**src/hw/rtl/mexp_pkg.sv**
```systemverilog
`timescale 1ns / 1ps
// ----------------------------------------------------------------------------
// mexp_pkg
// Shared types for the modular exponentiation block: controller states and
// the command and status groups between controller and datapath.
// ----------------------------------------------------------------------------
package mexp_pkg;

    typedef enum logic [2:0] {
        S_IDLE,
        S_RED_RUN,
        S_SQ_RUN,
        S_MUL_RUN,
        S_FINISH
    } t_state;

    typedef enum logic {
        OP_SQUARE,
        OP_MULT
    } t_op_sel;

    typedef struct packed {
        logic    load;
        logic    start;
        t_op_sel op_sel;
        logic    step;
        logic    base_wr;
        logic    acc_wr;
        logic    exp_shift;
        logic    out_load;
    } t_dp_cmd;

    typedef struct packed {
        logic in_mod_zero;
        logic exp_msb;
    } t_dp_status;

endpackage

```
**src/hw/rtl/mexp_dp.sv**
```systemverilog
`timescale 1ns / 1ps
// ----------------------------------------------------------------------------
// mexp_dp
// Datapath: operand registers, a shared bit-serial modular multiply step,
// the running power, the reduced base and the result register.
// ----------------------------------------------------------------------------
module mexp_dp #(
    parameter int OPERAND_WIDTH = 32
) (
    input  logic                     i_clk,
    input  logic                     i_rst_n,
    input  logic [OPERAND_WIDTH-1:0] i_base,
    input  logic [OPERAND_WIDTH-1:0] i_exp,
    input  logic [OPERAND_WIDTH-1:0] i_mod,
    input  mexp_pkg::t_dp_cmd        i_cmd,
    output mexp_pkg::t_dp_status     o_status,
    output logic [OPERAND_WIDTH-1:0] o_result
);
    import mexp_pkg::*;

    localparam int W  = OPERAND_WIDTH;
    localparam int TW = W + 3;

    logic [W-1:0]  r_mod;
    logic [W-1:0]  r_exp;
    logic [W-1:0]  r_base;
    logic [W-1:0]  r_acc;
    logic [W-1:0]  r_prod;
    logic [W-1:0]  r_mx;
    logic [W-1:0]  r_my;
    logic [W-1:0]  r_out;
    logic [TW-1:0] w_sum;
    logic [TW-1:0] w_d1;
    logic [TW-1:0] w_d2;
    logic [W-1:0]  n_prod;
    logic [W-1:0]  w_acc_fwd;

    // One step computes (2 * prod + ybit * x) mod m; the sum stays below 3m.
    always_comb begin
        w_sum = {2'b00, r_prod, 1'b0} + (r_my[W-1] ? {3'b000, r_mx} : {TW{1'b0}});
        w_d1  = w_sum - {3'b000, r_mod};
        w_d2  = w_sum - {2'b00, r_mod, 1'b0};
        if (!w_d2[TW-1]) begin
            n_prod = w_d2[W-1:0];
        end else if (!w_d1[TW-1]) begin
            n_prod = w_d1[W-1:0];
        end else begin
            n_prod = w_sum[W-1:0];
        end
    end

    assign w_acc_fwd = i_cmd.acc_wr ? n_prod : r_acc;

    always_ff @(posedge i_clk) begin
        if (i_cmd.load) begin
            r_mod  <= i_mod;
            r_exp  <= i_exp;
            r_mx   <= W'(1);
            r_my   <= i_base;
            r_prod <= '0;
            r_acc  <= (i_mod > W'(1)) ? W'(1) : '0;
        end else begin
            if (i_cmd.start) begin
                r_prod <= '0;
                r_mx   <= w_acc_fwd;
                r_my   <= (i_cmd.op_sel == OP_MULT) ? r_base : w_acc_fwd;
            end else if (i_cmd.step) begin
                r_prod <= n_prod;
                r_my   <= {r_my[W-2:0], 1'b0};
            end
            if (i_cmd.acc_wr) begin
                r_acc <= n_prod;
            end
            if (i_cmd.exp_shift) begin
                r_exp <= {r_exp[W-2:0], 1'b0};
            end
        end
        if (i_cmd.base_wr) begin
            r_base <= n_prod;
        end
        if (i_cmd.out_load) begin
            r_out <= r_acc;
        end
    end

    assign o_status.in_mod_zero = (i_mod == '0);
    assign o_status.exp_msb     = r_exp[W-1];
    assign o_result             = r_out;

`ifndef ASSERT_OFF
    a_prod_reduced: assert property (@(posedge i_clk) disable iff (!i_rst_n)
        (i_cmd.step && (r_mod != '0)) |-> (r_prod < r_mod))
        else $error("partial product not reduced below the modulus");

    a_mult_operand_reduced: assert property (@(posedge i_clk) disable iff (!i_rst_n)
        (i_cmd.start && (i_cmd.op_sel == OP_MULT)) |-> (r_base < r_mod))
        else $error("reduced base not below the modulus at multiply start");

    a_result_reduced: assert property (@(posedge i_clk) disable iff (!i_rst_n)
        (i_cmd.out_load && (r_mod != '0)) |-> (r_acc < r_mod))
        else $error("result not below the modulus");
`endif

endmodule

```
**src/hw/rtl/mexp_ctrl.sv**
```systemverilog
`timescale 1ns / 1ps
// ----------------------------------------------------------------------------
// mexp_ctrl
// Controller: sequences base reduction, squaring and multiplication over the
// exponent bits, and owns both stream handshakes.
// ----------------------------------------------------------------------------
module mexp_ctrl #(
    parameter int OPERAND_WIDTH = 32
) (
    input  logic                 i_clk,
    input  logic                 i_rst_n,
    input  logic                 i_s_axis_tvalid,
    output logic                 o_s_axis_tready,
    output logic                 o_m_axis_tvalid,
    input  logic                 i_m_axis_tready,
    input  mexp_pkg::t_dp_status i_status,
    output mexp_pkg::t_dp_cmd    o_cmd
);
    import mexp_pkg::*;

    localparam int W  = OPERAND_WIDTH;
    localparam int CW = $clog2(W);

    t_state        r_state;
    t_state        n_state;
    logic [CW-1:0] r_step_cnt;
    logic [CW-1:0] n_step_cnt;
    logic [CW-1:0] r_exp_cnt;
    logic [CW-1:0] n_exp_cnt;
    logic          r_out_valid;
    logic          n_out_valid;
    logic          w_accept;
    logic          w_step_last;
    logic          w_exp_last;
    logic          w_out_free;

    assign w_accept    = i_s_axis_tvalid && (r_state == S_IDLE);
    assign w_step_last = (r_step_cnt == CW'(W - 1));
    assign w_exp_last  = (r_exp_cnt == CW'(W - 1));
    assign w_out_free  = !r_out_valid || i_m_axis_tready;

    always_comb begin
        n_state = r_state;
        unique case (r_state)
            S_IDLE: begin
                if (w_accept) begin
                    n_state = i_status.in_mod_zero ? S_FINISH : S_RED_RUN;
                end
            end
            S_RED_RUN: begin
                if (w_step_last) begin
                    n_state = S_SQ_RUN;
                end
            end
            S_SQ_RUN: begin
                if (w_step_last) begin
                    if (i_status.exp_msb) begin
                        n_state = S_MUL_RUN;
                    end else if (w_exp_last) begin
                        n_state = S_FINISH;
                    end
                end
            end
            S_MUL_RUN: begin
                if (w_step_last) begin
                    n_state = w_exp_last ? S_FINISH : S_SQ_RUN;
                end
            end
            S_FINISH: begin
                if (w_out_free) begin
                    n_state = S_IDLE;
                end
            end
            default: n_state = S_IDLE;
        endcase
    end

    always_comb begin
        o_cmd           = '0;
        o_cmd.op_sel    = OP_SQUARE;
        o_s_axis_tready = 1'b0;
        unique case (r_state)
            S_IDLE: begin
                o_s_axis_tready = 1'b1;
                o_cmd.load      = w_accept;
            end
            S_RED_RUN: begin
                o_cmd.step = 1'b1;
                if (w_step_last) begin
                    o_cmd.base_wr = 1'b1;
                    o_cmd.start   = 1'b1;
                end
            end
            S_SQ_RUN: begin
                o_cmd.step = 1'b1;
                if (w_step_last) begin
                    o_cmd.acc_wr = 1'b1;
                    if (i_status.exp_msb) begin
                        o_cmd.start  = 1'b1;
                        o_cmd.op_sel = OP_MULT;
                    end else begin
                        o_cmd.exp_shift = 1'b1;
                        o_cmd.start     = !w_exp_last;
                    end
                end
            end
            S_MUL_RUN: begin
                o_cmd.step = 1'b1;
                if (w_step_last) begin
                    o_cmd.acc_wr    = 1'b1;
                    o_cmd.exp_shift = 1'b1;
                    o_cmd.start     = !w_exp_last;
                end
            end
            S_FINISH: begin
                o_cmd.out_load = w_out_free;
            end
            default: begin
                o_cmd.load = 1'b0;
            end
        endcase
    end

    always_comb begin
        n_step_cnt = r_step_cnt;
        n_exp_cnt  = r_exp_cnt;
        if (o_cmd.load || o_cmd.start) begin
            n_step_cnt = '0;
        end else if (o_cmd.step) begin
            n_step_cnt = r_step_cnt + CW'(1);
        end
        if (o_cmd.load) begin
            n_exp_cnt = '0;
        end else if (o_cmd.exp_shift) begin
            n_exp_cnt = r_exp_cnt + CW'(1);
        end
        n_out_valid = r_out_valid;
        if (o_cmd.out_load) begin
            n_out_valid = 1'b1;
        end else if (i_m_axis_tready) begin
            n_out_valid = 1'b0;
        end
    end

    always_ff @(posedge i_clk) begin
        if (!i_rst_n) begin
            r_state     <= S_IDLE;
            r_step_cnt  <= '0;
            r_exp_cnt   <= '0;
            r_out_valid <= 1'b0;
        end else begin
            r_state     <= n_state;
            r_step_cnt  <= n_step_cnt;
            r_exp_cnt   <= n_exp_cnt;
            r_out_valid <= n_out_valid;
        end
    end

    assign o_m_axis_tvalid = r_out_valid;

`ifndef ASSERT_OFF
    a_start_at_run_end: assert property (@(posedge i_clk) disable iff (!i_rst_n)
        o_cmd.start |-> (o_cmd.step && w_step_last))
        else $error("multiply started before the previous run ended");

    a_no_result_overwrite: assert property (@(posedge i_clk) disable iff (!i_rst_n)
        o_cmd.out_load |-> (!r_out_valid || i_m_axis_tready))
        else $error("pending result overwritten");

    a_exp_shift_at_run_end: assert property (@(posedge i_clk) disable iff (!i_rst_n)
        o_cmd.exp_shift |-> w_step_last)
        else $error("exponent bit consumed mid-run");

    a_finish_after_all_bits: assert property (@(posedge i_clk) disable iff (!i_rst_n)
        ((r_state != S_IDLE) && (r_state != S_FINISH) && (n_state == S_FINISH))
            |-> w_exp_last)
        else $error("finished before all exponent bits were processed");
`endif

endmodule

```
**src/hw/rtl/modular_exponentiation.sv**
```systemverilog
`timescale 1ns / 1ps
// One item is in work at a time; the single bit-serial modular multiply step takes one
// multiplier bit a cycle. The next transfer can be taken in the cycle after the result is
// loaded. A zero modulus goes straight to the finish state and returns 0 without any multiply runs.
// Synchronous active-low reset returns to idle and drops any pending result.
// ----------------------------------------------------------------------------
// modular_exponentiation
// Square-and-multiply modular exponentiation on a stream interface.
// ----------------------------------------------------------------------------
module modular_exponentiation #(
    parameter int OPERAND_WIDTH = 32,
    localparam int IN_W  = ((3 * OPERAND_WIDTH + 7) / 8) * 8,
    localparam int OUT_W = ((OPERAND_WIDTH + 7) / 8) * 8
) (
    input  logic             i_clk,
    input  logic             i_rst_n,
    input  logic             s_axis_tvalid,
    output logic             s_axis_tready,
    // base_value, exponent_value, modulus_value
    input  logic [IN_W-1:0]  s_axis_tdata,
    output logic             m_axis_tvalid,
    input  logic             m_axis_tready,
    // power_result
    output logic [OUT_W-1:0] m_axis_tdata
);
    import mexp_pkg::*;

    localparam int W = OPERAND_WIDTH;

    t_dp_cmd    w_cmd;
    t_dp_status w_status;
    logic [W-1:0] w_result;

    mexp_ctrl #(
        .OPERAND_WIDTH(OPERAND_WIDTH)
    ) u_ctrl (
        .i_clk           (i_clk),
        .i_rst_n         (i_rst_n),
        .i_s_axis_tvalid (s_axis_tvalid),
        .o_s_axis_tready (s_axis_tready),
        .o_m_axis_tvalid (m_axis_tvalid),
        .i_m_axis_tready (m_axis_tready),
        .i_status        (w_status),
        .o_cmd           (w_cmd)
    );

    mexp_dp #(
        .OPERAND_WIDTH(OPERAND_WIDTH)
    ) u_dp (
        .i_clk    (i_clk),
        .i_rst_n  (i_rst_n),
        .i_base   (s_axis_tdata[W-1:0]),
        .i_exp    (s_axis_tdata[2*W-1:W]),
        .i_mod    (s_axis_tdata[3*W-1:2*W]),
        .i_cmd    (w_cmd),
        .o_status (w_status),
        .o_result (w_result)
    );

    assign m_axis_tdata = OUT_W'(w_result);

endmodule

```
**config.mk**
```make
export PLATFORM = sky130hd
export DESIGN_NAME = modular_exponentiation
export DESIGN_NICKNAME = d
export VERILOG_FILES = /design/src/hw/rtl/mexp_pkg.sv /design/src/hw/rtl/mexp_dp.sv /design/src/hw/rtl/mexp_ctrl.sv /design/src/hw/rtl/modular_exponentiation.sv
export SDC_FILE = /design/constraint.sdc
export NUM_CORES = 1
export LEC_CHECK = 0
export BUFFER_PORTS_ARGS = -buffer_cell sky130_fd_sc_hd__clkbuf_2
export CAP_MARGIN = 10
export CORE_MARGIN = 3
export CORE_UTILIZATION = 40
export DETAILED_ROUTE_END_ITERATION = 12
export HOLD_SLACK_MARGIN = 0.15
export SLEW_MARGIN = 20
export SYNTH_ARGS = -nofsm -noshare
export SYNTH_HDL_FRONTEND = slang
export SYNTH_SLANG_ARGS = --single-unit
```
**constraint.sdc**
```tcl
create_clock -name i_clk -period 6.15 [get_ports i_clk]
set_input_delay 0 -clock i_clk [delete_from_list [all_inputs] [get_ports i_clk]]
set_output_delay 0 -clock i_clk [all_outputs]
set_load 0.01 [all_outputs]
```
==> results of run 1 <==
-- final timing paths --
| check | cells after the start | to | slack, ns | from |
|---|---|---|---|---|
| min | 2 | u_dp.r_mod[23]$_DFFE_PP_ | 0.18 | s_axis_tdata[87] |
| min reg2reg | 0 | u_dp.o_result[3]$_DFFE_PP_ | 0.44 | u_dp.r_acc[3]$_SDFF_PP0_ |
| max | 25 | u_dp.r_my[24]$_DFFE_PP_ | 0.32 | u_dp.r_my[31]$_DFFE_PP_ |
| max reg2reg | 25 | u_dp.r_my[24]$_DFFE_PP_ | 0.32 | u_dp.r_my[31]$_DFFE_PP_ |
-- cell usage in the layout, fill, tap and decap left out, types with 19 or more instances in the layout --
cell             n
nor3_1          27
nand2_1        254
nand3_1         62
a21o_1          39
and2_1          42
o21ai_0         82
buf_4           41
o21ai_1         55
a21oi_1        146
and3_1          26
ha_1            98
clkbuf_16       32
nor2_1         108
o211ai_1        22
xor2_1          27
inv_1           86
dlygate4sd3_1  108
clkbuf_2       133
a31oi_1         19
o21bai_1        22
dfxtp_1        110
edfxtp_1       160
xnor2_1         56
-- metrics by stage --
| stage | hold slack (ns) | worst slack (ns) |
|---|---|---|
| 3_3_place_gp | 0.197 | 0.153 |
| 6_report | 0.175 | 0.321 |
| 5_1_grt | 0.168 | -0.000686 |
| 4_1_cts | 0.150 | 0.0654 |
| 2_1_floorplan | 0.0989 | 0.648 |
| 3_5_place_dp | 0.195 | 0.101 |
-- worst max-delay path, stage by stage, from the launching register on --
cell and delay, ns:
edfxtp_1 0.41, buf_4 0.21, and2_1 0.17, ha_1 0.28
buf_4 0.16, a21oi_1 0.18, o21ai_0 0.16, a32o_1 0.30
a41oi_2 0.28, o21ai_1 0.16, a311oi_1 0.29, nor2_1 0.13
ha_1 0.37, inv_1 0.16, o21bai_1 0.12, a21o_1 0.22
a211o_1 0.30, a21o_1 0.17, a31oi_1 0.18, o211a_4 0.22
buf_12 0.16, a21oi_1 0.07, a221oi_2 0.27, a21o_1 0.22
inv_2 0.07, o31a_1 0.30
-- area by class of cell --
| type | instances | area (um^2) | share of cell area (%) |
|---|---|---|---|
| timing repair buffer | 286 | 2130 | 10.7 |
| multi-input combinational | 1363 | 8820 | 44.3 |
| clock buffer | 44 | 875 | 4.39 |
| tap | 525 | 657 | 3.30 |
| inverter | 89 | 337 | 1.69 |
| clock inverter | 12 | 106 | 0.534 |
| sequential | 270 | 7010 | 35.2 |
-- state kept, by name, indices dropped and copies added (netlist names) --
| name | flops |
|---|---|
| u_dp.r_prod | 32 |
| u_ctrl.r_state | 3 |
| u_dp.r_acc | 32 |
| u_ctrl.o_m_axis_tvalid | 1 |
| u_dp.r_mod | 32 |
| u_dp.r_base | 32 |
| u_ctrl.r_step_cnt | 5 |
| u_ctrl.r_exp_cnt | 5 |
| u_dp.r_my | 32 |
| u_dp.r_mx | 32 |
| u_dp.o_result | 32 |
| u_dp.r_exp | 32 |
-- where the power goes --
group / total [mW] / internal [mW] / switching [mW] / leakage (nW)
clock network: 1.77 / 1.03 / 0.736 / 0.477
registers: 2.61 / 2.47 / 0.134 / 2.43
logic: 4.20 / 1.48 / 2.72 / 5.60
-- layer usage --
layer / GRT usage, % / part of all wire (%) / vias up / wire length (um)
li1: - / - / 7082 / -
met1: 32.8 / 49 / 6851 / 23700
met2: 32.0 / 42 / 548 / 20600
met3: 2.81 / 6.6 / 54 / 3190
met4: 4.64 / 1.8 / 0 / 893
met5: 0 / 0 / - / 0
-- cell families after synthesis --
logic type                 after synthesis  synth area share (%)
xor gates and xnor gates                83                  4.41
DFF                                    270                  42.5
buffers and inverters                  179                  4.38
adders and majority gates              102                  7.88
AOI/OAI and AO/OA                      549                  22.0
muxes                                   28                  2.00
and+or+nand+nor                        601                  16.8
-- timing repair --
| action | 4_1_cts | 5_1_grt |
|---|---|---|
| setup buffers | 0 | 6 |
| resized for setup | 0 | 14 |
| endpoints found under the hold margin | 110 | 0 |
| endpoints found under the setup margin | 0 | 71 |
| hold buffers | 108 | 0 |
==> results.json, run 1 <==
{
  "final_max_slew_viol_count": 0,
  "core-area_um2": 40200,
  "synth.area.top_cells": "edfxtp_1 (29%), dfxtp_1 (13%), ha_1 (7.5%)",
  "global_route_wire_length_before_repair_mm": 76.0,
  "routabilityCongestion": 0.973,
  "syn_avg_cell_area_um2": 9.09,
  "finalWirelength_mm": 48.4,
  "final.period_utilization_pct": 94.8,
  "drc": 0,
  "drt_first_iter_violations": 1416,
  "worstPathArrival_ns": 6.14,
  "timing.setup.tns_ns": 0,
  "critPathRequiredTime_ns": 6.46,
  "chipWidth_um": 209,
  "hold_violations": 0,
  "insertion_delay_ns": 0.56,
  "outcome": "finished clean",
  "fraction_of_final_layout_cells_with_drive_strength_greater_than_1_pct": 14.0,
  "core.rowCount": 73,
  "yosys.area.top_type": "edfxtp_1",
  "routed_via_density": 5.61,
  "seq_area_frac_synth_pct": 42.5,
  "post_synth_inst_count": 1812,
  "cp_max_fo": 20,
  "finalNonFillerCells": 2589,
  "grt_antenna_before_repair": 0,
  "synth_most_common_cell": "nand2_1",
  "holdCritPathClass": "in2reg",
  "fraction_of_registers_with_async_set_reset_pct": 0,
  "globalRouteOverflowTotal": 0,
  "worst-slew-pin-transition_ns": 1.09,
  "area.growth.synth_to_final_pct": 21.0,
  "synth_edf_count": 160,
  "fp.dieH_um": 209,
  "ctsLongestPathBuffers": 3,
  "numCtsBuffers": 30,
  "placed_cells": 2418,
  "timing.critical_path.from_type": "register",
  "synth_commonest_cells": "nand2_1 (255), edfxtp_1 (160), a21oi_1 (147), nor2_1 (111), dfxtp_1 (110)",
  "ys_seq_elements": 270,
  "drv.max_cap_violation_count": 0,
  "timing.slew.headroom_pct": 27.4,
  "cts-htree-levels": 1,
  "dr_total_vias": 14535,
  "insertedDiodeCount": 0,
  "placed_area_um2": 17700,
  "filler_cell_count": 3755,
  "setup.worst_path.end_class": "register",
  "cts.root.buffer_cell": "clkbuf_16",
  "post-route-min-period_ns": 5.83,
  "final_nets": 2242,
  "ios": 134,
  "post-route-util_pct": 49.6,
  "drt.antenna.violating_nets": 0,
  "post-dp-hpwl_mm": 35.0,
  "static-leakage-power_nw": 8.51,
  "setup_violations": 0,
  "ws_path_type": "reg2reg",
  "p_total_mw": 8.57,
  "drt-pass1-iter-count": 6,
  "dominantRegCellSynth": "edfxtp_1",
  "p_per_area_nw_per_um2": 430,
  "synth.top_cell.area_share_pct": 29.2,
  "clock_skew_ns": 0.0179,
  "max_freq_ghz": 0.172,
  "grt_pass1_vias": 13768,
  "layout.cell_area.non_filler_um2": 19900,
  "worst_setup_hold_path_clk_slew_ns": 0.06,
  "fp.dieArea_um2": 43700,
  "avgRoutedWirePerCell_um": 18.7,
  "initial_cell_density_of_the_core_pct": 41.0,
  "grt_max_degree": 76,
  "place.port_buffers": 133,
  "global_route.usage.total_pct": 21.3,
  "synth.distinct_cells": 92,
  "numClockSinks": 270,
  "yosys_warnings": 0,
  "syn_area_um2": 16500,
  "tritoncts": "done",
  "ir_worst_vdd_uv": 267,
  "synth.net_count": 2014
}
No activity file was read; power rests on OpenSTA's default activity.
==> run 2, diff against run 1 <==
- CORE_MARGIN: 3 -> 2
- CORE_UTILIZATION: 40 -> 60
- PLACE_DENSITY: not set -> 0.8
- SLEW_MARGIN: 20 -> not set
==> run 2 against run 1 <==
  * Die area shrank 34%
  * Sequential share of layout area grew 0.16 points
  * Clock power shrank 6%
  * Global-route usage grew 12 points
  * Critical path type unchanged
  * Count of clock-buffer cells in the layout shrank 5
  * Worst setup slack lost 0.094 ns
  * Final cell count shrank 6.6%
  * Utilization grew 24 points
  * Non-clock buffer count grew 16
  * Hold slack lost 0.015 ns
==> results.json, run 2 (synthesis gave the netlist of run 1 again) <==
{
  "numClockSinks": 270,
  "switching_share_pct": 42.4,
  "avgRoutedWirePerCell_um": 20.4,
  "chipWidth_um": 170,
  "ws_path_type": "reg2reg",
  "numCtsBuffers": 27,
  "critPathRequiredTime_ns": 6.47,
  "hold_ws_ns": 0.160,
  "area_taken_by_flip_flops_and_latches_um2": 7010,
  "timing.hold.worst.start": "s_axis_tdata[74]",
  "fp.dieArea_um2": 28800,
  "power.internal_mw": 4.94,
  "cts-htree-levels": 1,
  "finalWirelength_mm": 49.2,
  "netSwitchingPower_mw": 3.64,
  "worst_reg2reg_startpoint": "u_dp.r_my[31]$_DFFE_PP_",
  "drt-pass1-iter-count": 6,
  "post-route-min-period_ns": 5.92,
  "post-route-util_pct": 73.6,
  "max_freq_ghz": 0.169,
  "setup.worst_path.end_class": "register",
  "static-leakage-power_nw": 8.52,
  "routed_via_density": 6.29,
  "filler_cell_count": 1867,
  "worstPathArrival_ns": 6.24,
  "worst-slew-pin-transition_ns": 1.10,
  "regToRegEndpoint": "u_dp.r_my[9]$_DFFE_PP_",
  "placed_cells": 2237,
  "drt_first_iter_violations": 1703,
  "cp_max_fo": 14,
  "initial_cell_density_of_the_core_pct": 61.1,
  "met3_usage_pct": 5.18,
  "drt.antenna.violating_nets": 0,
  "holdPathStages": 2,
  "drc": 0,
  "global_route_wire_length_before_repair_mm": 76.6,
  "p_seq_share_pct": 30.7,
  "post-dp-hpwl_mm": 32.5,
  "grt_setup_unrepaired": "true",
  "routabilityCongestion": 0.954,
  "timing.slew.headroom_pct": 26.7,
  "multi_input_comb_area_um2": 8890,
  "post-route-worst-setup-slack_ns": 0.227,
  "cts.root.buffer_cell": "clkbuf_16",
  "core-area_um2": 27000,
  "share_comb_of_total_power_pct": 49.9,
  "outcome": "finished clean",
  "drv.max_cap_violation_count": 0,
  "hold_violations": 0,
  "most_used_cells_in_the_layout_excluding_fill_and_tap_cells": "nand2_1 (254), edfxtp_1 (160), a21oi_1 (145)",
  "groute.layer.met2.usage_pct": 53.7,
  "timing.reg2reg.worst_path_depth": 24,
  "fp.dieH_um": 170,
  "area.growth.synth_to_final_pct": 20.4,
  "worst_case_register_to_register_setup_slack_ns": 0.23,
  "finalNonFillerCells": 2417,
  "globalRouteOverflowTotal": 0,
  "p_total_mw": 8.58,
  "timing.setup.tns_ns": 0,
  "worst_setup_hold_path_clk_slew_ns": 0.07,
  "dr_total_vias": 15193,
  "ios": 134,
  "grt_max_degree": 79,
  "holdCritPathClass": "in2reg",
  "final_max_slew_viol_count": 0,
  "grt_antenna_before_repair": 0,
  "met1_usage_pct": 46.5,
  "insertion_delay_ns": 0.58,
  "placed_area_um2": 17600,
  "final.period_utilization_pct": 96.3,
  "global_route.usage.total_pct": 33.5,
  "timing.critical_path.from_type": "register",
  "preCtsSetupSlack_ns": 0.00540,
  "final_common_cell": "nand2_1",
  "power_frac_clock_pct": 19.4,
  "fraction_of_final_layout_cells_with_drive_strength_greater_than_1_pct": 14.5,
  "holdPathEnd": "u_dp.r_mod[10]$_DFFE_PP_",
  "grt-busiest-layer": "met2",
  "place.port_buffers": 133,
  "ir_worst_vdd_uv": 332,
  "tritoncts": "done",
  "p_per_area_nw_per_um2": 432,
  "setup_violations": 0,
  "core.rowCount": 60,
  "ctsLongestPathBuffers": 3,
  "grt_pass1_vias": 14463,
  "final_nets": 2255,
  "clock_skew_ns": 0.0168,
  "layout.cell_area.non_filler_um2": 19800
}
-- run 2: changes by cell type in the layout (fill, tap and decap cells not counted), sizes merged --
cell / before / now
inv: 90 / 92
buf: 44 / 48
clkinv: 8 / 5
dlygate4sd3: 108 / 120
diode: 0 / 2
clkbuf: 178 / 173
-- run 2: layout make-up --
type / instances / share of cell area [%]
antenna: 2 / 0.0252
tap: 341 / 2.15
inverter: 89 / 1.70
multi-input combinational: 1363 / 44.8
timing repair buffer: 302 / 11.6
clock buffer: 39 / 3.90
sequential: 270 / 35.3
clock inverter: 11 / 0.549
-- run 2: power by group through the flow --
stage                     registers, mW  clock network, mW  logic, mW
after CTS                          2.61               1.67       4.07
after global routing               2.66               1.73       4.63
after floorplan                    2.60                  0       2.89
final                              2.63               1.66       4.28
after detailed placement           2.65                  0       3.96
after global placement             2.64                  0       3.89
-- run 2: worst max-delay path, cell delays in order, from the launching register on --
cell       delay [ns]
edfxtp_1         0.49
buf_6            0.19
and2_1           0.18
ha_4             0.31
o211ai_1         0.12
o21a_2           0.26
a2111oi_4        0.34
a211oi_1         0.12
o21ai_1          0.21
a21oi_1          0.13
or4_1            0.39
and4_2           0.24
ha_2             0.21
a21oi_1          0.14
o21bai_1         0.10
a21o_1           0.24
a211o_1          0.30
a21o_1           0.17
a31oi_1          0.16
o211a_2          0.28
buf_12           0.18
mux2_4           0.32
a21oi_4          0.20
a21oi_1          0.11
a211o_1          0.27
-- run 2: routing by layer --
layer  routed length (um)  share of wire, %
met1                20900                42
met2                22200                45
met3                 4570               9.3
met4                 1640               3.3
met5                    0                 0
-- run 2: how the worst max path moves through the flow --
stage                             from                      end  slack, ns  depth (start not counted)
2_1_floorplan  u_dp.r_my[31]$_DFFE_PP_   u_dp.r_my[9]$_DFFE_PP_       0.65                         25
3_3_place_gp   u_dp.r_my[31]$_DFFE_PP_   u_dp.r_my[9]$_DFFE_PP_       0.12                         24
3_5_place_dp   u_dp.r_my[31]$_DFFE_PP_   u_dp.r_my[9]$_DFFE_PP_      0.005                         24
4_1_cts        u_dp.r_my[31]$_DFFE_PP_   u_dp.r_my[9]$_DFFE_PP_       0.02                         24
5_1_grt        u_dp.r_my[31]$_DFFE_PP_  u_dp.r_my[24]$_DFFE_PP_      -0.04                         26
6_report       u_dp.r_my[31]$_DFFE_PP_   u_dp.r_my[9]$_DFFE_PP_       0.23                         24
-- run 2: what timing repair did --
item	4_1_cts	5_1_grt
pin swaps	1	10
setup buffers	2	5
endpoints found under the setup margin	2	132
hold buffers	120	0
gates cloned	0	1
resized for setup	2	31
hold endpoints to repair	111	0
